[src/rtl/rwc_pkg.sv]
// Shared types and constants of the RGB window convolution block.
package rwc_pkg;

   localparam int BYTE_W     = 8;
   localparam int CHAN_NUM   = 3;
   localparam int PIX_W      = BYTE_W * CHAN_NUM;
   localparam int COEF_W     = 16;
   localparam int COEF_IDX_W = 5;
   localparam int PROD_W     = COEF_W + BYTE_W;
   localparam int IMG_W_W    = 11;
   localparam int IMG_H_W    = 13;
   localparam int DIM_W      = 3;
   localparam int ROW_W      = 12;
   localparam int OUT_COL_W  = 10;
   localparam int MAX_HEIGHT = 4096;
   localparam int CSR_IDX_W  = 2;
   localparam int CSR_DATA_W = 13;

   localparam logic [IMG_W_W-1:0] IMAGE_WIDTH_RST  = 11'd1024;
   localparam logic [IMG_H_W-1:0] IMAGE_HEIGHT_RST = 13'd768;
   localparam logic [DIM_W-1:0]   KERNEL_DIM_RST   = 3'd3;

   typedef enum logic [CSR_IDX_W-1:0] {
      CSR_IMAGE_WIDTH  = 2'd0,
      CSR_IMAGE_HEIGHT = 2'd1,
      CSR_KERNEL_DIM   = 2'd2
   } csr_index_type;

   typedef enum logic {
      REQ_COEF  = 1'b0,
      REQ_PIXEL = 1'b1
   } req_kind_type;

   typedef logic [PIX_W-1:0] pixel_type;

   // line memory access controls
   typedef struct packed {
      logic rd_en;
      logic wr_en;
   } line_ctl_type;

   // load strobes of the arithmetic stages
   typedef struct packed {
      logic prod_load;
      logic row_load;
      logic out_load;
   } mac_ctl_type;

   // position and framing of a result traveling down the pipe
   typedef struct packed {
      logic [ROW_W-1:0]     out_row;
      logic [OUT_COL_W-1:0] out_col;
      logic                 frame_last;
   } meta_type;

endpackage

[src/rtl/rwc_coef_bank.sv]
// Kernel coefficient store and per-tap coefficient selection for the active kernel size.
module rwc_coef_bank #(
   parameter int MAX_DIM = 5
) (
   input  logic                                                clock,
   input  logic                                                reset,
   input  logic                                                wr_en,
   input  logic [rwc_pkg::COEF_IDX_W-1:0]                      wr_index,
   input  logic [rwc_pkg::COEF_W-1:0]                          wr_value,
   input  logic [rwc_pkg::DIM_W-1:0]                           dim_eff,
   output logic [MAX_DIM-1:0][MAX_DIM-1:0][rwc_pkg::COEF_W-1:0] tap_coef
);
   import rwc_pkg::*;

   localparam int NTAP      = MAX_DIM * MAX_DIM;
   localparam int TAP_IDX_W = (NTAP > 1) ? $clog2(NTAP) : 1;

   logic [COEF_W-1:0] coef_ff [NTAP];
   logic [MAX_DIM-1:0][MAX_DIM-1:0][COEF_W-1:0] tap_coef_ff;
   logic [MAX_DIM-1:0][MAX_DIM-1:0][COEF_W-1:0] tap_coef_in;
   logic [TAP_IDX_W-1:0] wr_slot;

   assign wr_slot  = TAP_IDX_W'(wr_index);
   assign tap_coef = tap_coef_ff;

   // store coefficients by flat index; drop indexes past the store
   always_ff @(posedge clock) begin
      if (reset) begin
         for (int i = 0; i < NTAP; i++) begin
            coef_ff[i] <= '0;
         end
      end else if (wr_en && (32'(wr_index) < NTAP)) begin
         coef_ff[wr_slot] <= wr_value;
      end
   end

   // map each window tap (row age a, column age b) to its flat coefficient
   always_comb begin
      for (int a = 0; a < MAX_DIM; a++) begin
         for (int b = 0; b < MAX_DIM; b++) begin
            tap_coef_in[a][b] = '0;
            for (int dd = 1; dd <= MAX_DIM; dd++) begin
               if ((32'(dim_eff) == dd) && (a < dd) && (b < dd)) begin
                  tap_coef_in[a][b] = coef_ff[(dd - 1 - a) * dd + (dd - 1 - b)];
               end
            end
         end
      end
   end

   always_ff @(posedge clock) begin
      tap_coef_ff <= tap_coef_in;
   end

endmodule

[config.mk]
export PLATFORM = sky130hd
export DESIGN_NAME = rwc_coef_bank
export DESIGN_NICKNAME = d
export VERILOG_FILES = /design/src/rtl/rwc_pkg.sv /design/src/rtl/rwc_coef_bank.sv
export SDC_FILE = /design/constraint.sdc
export NUM_CORES = 1
export LEC_CHECK = 0
export BUFFER_PORTS_ARGS = -buffer_cell sky130_fd_sc_hd__buf_2
export CAP_MARGIN = 20
export CORE_MARGIN = 4
export CORE_UTILIZATION = 25
export CTS_CLUSTER_SIZE = 14
export DETAILED_ROUTE_END_ITERATION = 10
export PLACE_DENSITY = 0.45
export REMOVE_ABC_BUFFERS = 1
export SLEW_MARGIN = 20
export SYNTH_ARGS = -nofsm -noshare
export SYNTH_HDL_FRONTEND = slang
export SYNTH_SLANG_ARGS = --single-unit
[constraint.sdc]
create_clock -name clock -period 3.6 [get_ports clock]
set_clock_uncertainty 0.15 [all_clocks]
set_input_delay 0.72 -clock clock [delete_from_list [all_inputs] [get_ports clock]]
set_output_delay 0.72 -clock clock [all_outputs]
set_load 0.01 [all_outputs]
==> After elaboration in Yosys (flattened, before gate mapping) <==
Memories as Yosys holds them, arrays and structs flattened. A register that Yosys moved wholly into a read port is not among the register bits.
Index checks and enable logic that the tools add are counted.
{ "op_classes": {"n_eq_ne": 5, "n_lt_le_gt_ge": 1, "muxes": 54, "reduce_logical": 3} }
{ "op_table": {"columns": ["cell", "count"], "rows": [
  ["$mux 16", 47],
  ["$reduce_or 16->1", 1],
  ["$eq 3x2->1 const B", 2],
  ["$eq 3x3->1 const B", 2],
  ["$mux 1", 6],
  ["$lt 5x5->1 const B", 1],
  ["$mux 5", 1],
  ["$eq 3x1->1 const B", 1],
  ["$logic_and 1x1->1", 1],
  ["$logic_not 1->1", 1]
]} }
{ "word_totals": {"mem_count": 1, "register_bits": 384, "inputBits": 27, "word_cells": 88, "out_inout_bits": 400, "ram_bits": 400} }
{ "mem_list": {"columns": ["name", "depth", "width", "read_ports", "rd_clocked_by_memory_dff", "write_ports", "line_no", "rtl"], "rows": [
  ["coef_ff", 25, 16, 25, 1, 25, "rwc_coef_bank.sv:18", "logic [COEF_W-1:0] coef_ff [NTAP];"]
]} }

==> Logic depth before layout (Yosys ltp) <==
{ "logic_depth": {"depth_word": 7, "mapped_depth": 6, "mapped_depth_nobuf": 3} }

==> Least setup slack after synthesis <==
Ideal clock, no wire load.
{ "synth_path": {"path_kind": "input port to flip-flop", "startpoint": "in wr_index[3] (netlist bit)", "endpoint": "mem coef_ff[10][0] (enable)", "path_buffers": 1, "path_stages": 3, "arrival_ns": 2.273, "setup_ns": 0.392, "required_time_ns": 3.058, "path_slack_ns": 0.784, "cell_sequence": "clkbuf_1 > or3b_2 > o21bai_1"} }
{ "synth_lines": {"columns": ["element", "line_no", "rtl"], "rows": [
  ["from (decl)", "rwc_coef_bank.sv:8", "input logic [rwc_pkg::COEF_IDX_W-1:0] wr_index,"],
  ["to (decl)", "rwc_coef_bank.sv:18", null]
]} }

==> metrics.md <==
| Metric | Value |
|---|---|
| Setup total negative slack | `0 ns` |
| TritonCTS clock tree | `built` |
| Minimum clock period | `2.33 ns` |
| Post CTS Setup Buffer Count | `0` |
| Setup crit start kind | `primary input` |
| Commonest non-fill, non-tap cell in the layout | `nor2_1` |
| Largest net degree at the start of global routing | `84` |
| # rows | `124` |
| Post-synthesis instance area | `between 20000 and 30000 um2` |
| Clock Pin Slew Worst Setup and Hold Paths | `0.05 ns` |
| Layout area overhead | `26.0%` |
| Setup slack after layout | `1.27 ns` |
| Drt initial violations | `1944` |
| Synth unique cells | `33` |
| Fin crit share | `0.646` |
| CP delay by family, top | `simple AND/OR/NAND/NOR gates` |
| Antenna violations before repair | `12` |
| Crit path DAT | `2.47 ns` |
| Depth of the most critical reg-to-reg path | `3` |
| Most frequent cells in the layout | `nor2_1 (496), buf_2 (425), edfxtp_1 (400), dfxtp_1 (400), mux2i_1 (243)` |
| Slowest cell on crit path | `or4b_4` |
| Pre-CTS setup slack | `0.603 ns` |
| HP Class | `primary input to register` |
| Synth area leader | `edfxtp_1` |
| RR Startpoint | `coef_ff[0][2]$_SDFFCE_PN0P_` |
| Area contributors post-synth | `edfxtp_1 (42%), dfxtp_1 (28%), mux2i_1 (8.5%), nor2_1 (6.5%), and3_1 (3.1%)` |
| Relative slew slack | `0.430` |
| Vias in the first global route | `20263` |
| Maximum vdd drop | `between 0.3 and 0.4 mV` |
| Total grt overflow | `0` |
| Die height | `between 300 and 400 um` |
| H-tree levels | `3` |
| Final Max Tran Viols | `0` |
| RSZ-0062 raised after global routing | `no` |
| Sequential fraction of the synthesis area | `0.697` |
| Post-Synthesis Cells | `2309` |
| First-pass GRT wire length | `~160000 um` |
| Fmax | `0.430 GHz` |
| Final setup fails | `0` |
| PortBufs | `426` |
| Synth top area share | `0.418` |
| Detailed Routing Iterations Pass 1 | `6` |
| Tot GR Track Use | `0.187` |
| Status | `finished, final reports clean` |
| Worst setup EP type | `register` |
| Clock Tree Buf Depth | `3` |
| Slew at the pin closest to its max-slew limit | `~0.85 ns` |
| Leak | `about 15 nW` |
| Critical path origin | `wr_index[0]` |
| Routability cong. | `0.782` |
| Hold path start | `wr_value[2]` |
| Final instance area | `about 36000 um2` |
| DP Area | `33100 um2` |
| Power Density | `596 nW/um2` |
| Number of flops mapped to enable cells by yosys | `400` |
| Clk sink count | `800` |
| CTS Root Cell | `clkbuf_16` |
| Crit path kind | `primary input to register` |
| Die area | `between 100000 and 150000 um2` |
| Cts bufs inserted | `93` |
| Worst-Skew Late Latency | `0.67 ns` |
| Hold Path Depth | `2` |
| Die width | `roughly 350 um` |
| Residual DRC count | `0` |
| Detailed placement HPWL | `80800 um` |
| Layout cell share with drive strength beyond 1 | `0.251` |
| Synthesized area per cell | `12.4 um2` |
| Remaining antenna violation count | `0` |
| Vias per inst | `4.63` |
| Routed wire per std cell | `around 27 um` |
| Hold buffers post-CTS | `0` |
| Fin. Hold Viols | `0` |
| Initial Utilization | `0.252` |
| Fillers | `11677` |
| Post_cts resized | `0` |
| Main flop type after synthesis | `edfxtp_1` |
| CP cell instances | `buf_2, or4b_4, and4bb_2, or2_2` |
| CP peak stage delay | `0.72 ns` |
| Nets | `2744` |
| Total of max-cap violations | `0` |
| Worst Path Buf+Inv | `1` |
| WL final | `116000 um` |
| Vias | `19936` |
| Ys Warns | `0` |
| Core area | `114000 um2` |
| WP depth | `4` |
| Req. time, crit path | `approximately 3.7 ns` |
| CP Max Fanout | `20` |
| Ports | `427` |
| Share of flip-flops with an asynchronous set or reset | `0` |
| Flops & latches, synth | `800` |
per-layer routing:
metal | up-vias | share of wire | GRT usage
met4 | 8 | 0.019 | 0.0419
met2 | 765 | 0.44 | 0.284
li1 | 8962 | - | -
met5 | - | 0.00041 | 0
met3 | 130 | 0.083 | 0.0533
met1 | 10071 | 0.46 | 0.265
through the flow:
stage,total power [mW],instances,hold WS [ns],utilization
after floorplan,11.1,2132,0.301,-
after global placement,12.2,4134,0.352,0.290
after detailed placement,12.2,4134,0.344,0.290
after CTS,21.8,4304,0.263,0.317
after global routing,22.3,4304,0.309,0.317
final,21.6,4307,0.310,0.317
path summary, 6_finish.rpt:
check / to / slack (ns)
min reg2reg: tap_coef[139]$_DFF_P_ / 0.36
max: coef_ff[24][12]$_SDFFCE_PN0P_ / 1.27
min: coef_ff[24][2]$_SDFFCE_PN0P_ / 0.31
max reg2reg: tap_coef[98]$_DFF_P_ / 2.15
where the power goes:
part           total, mW  switching [mW]  internal [mW]
logic               1.63            1.08          0.543
registers           10.4           0.330           10.0
clock network       9.55            3.96           5.59
total               21.6            5.37           16.2
cell usage after synthesis, types with 16 or more instances:
| cell type | n |
|---|---|
| a21oi_1 | 63 |
| and2_1 | 16 |
| and3_1 | 144 |
| buf_2 | 23 |
| clkbuf_1 | 147 |
| dfxtp_1 | 400 |
| edfxtp_1 | 400 |
| mux2i_1 | 243 |
| nand2_1 | 129 |
| nor2_1 | 497 |
| nor2b_1 | 34 |
| o22ai_1 | 48 |
| o2bb2ai_1 | 80 |
logic make-up (layout without fill, tap and decap cells):
kind of cell,Yosys count,after routing,synth area share
AND/OR/NAND/NOR,842,842,0.131
flip-flops,800,800,0.697
multiplexers,258,258,0.0906
AO/OA/AOI/OAI,232,232,0.0577
buffers and inverters,177,660,0.0241
other,0,3,0
registers in the layout, indices dropped and copies added (netlist names):
register	count
coef_ff	400
tap_coef	400
area by class of cell:
class	instances	area, um2	share of cell area
diodes	3	7.51	0.000207
well taps	1512	1890	0.0523
multi-input cells	1332	8240	0.228
clock buffers	137	2780	0.0768
flip-flops and latches	800	20000	0.553
clock inverters	33	302	0.00833
repair buffers	490	2950	0.0815
No activity file was read; power rests on OpenSTA's default activity.
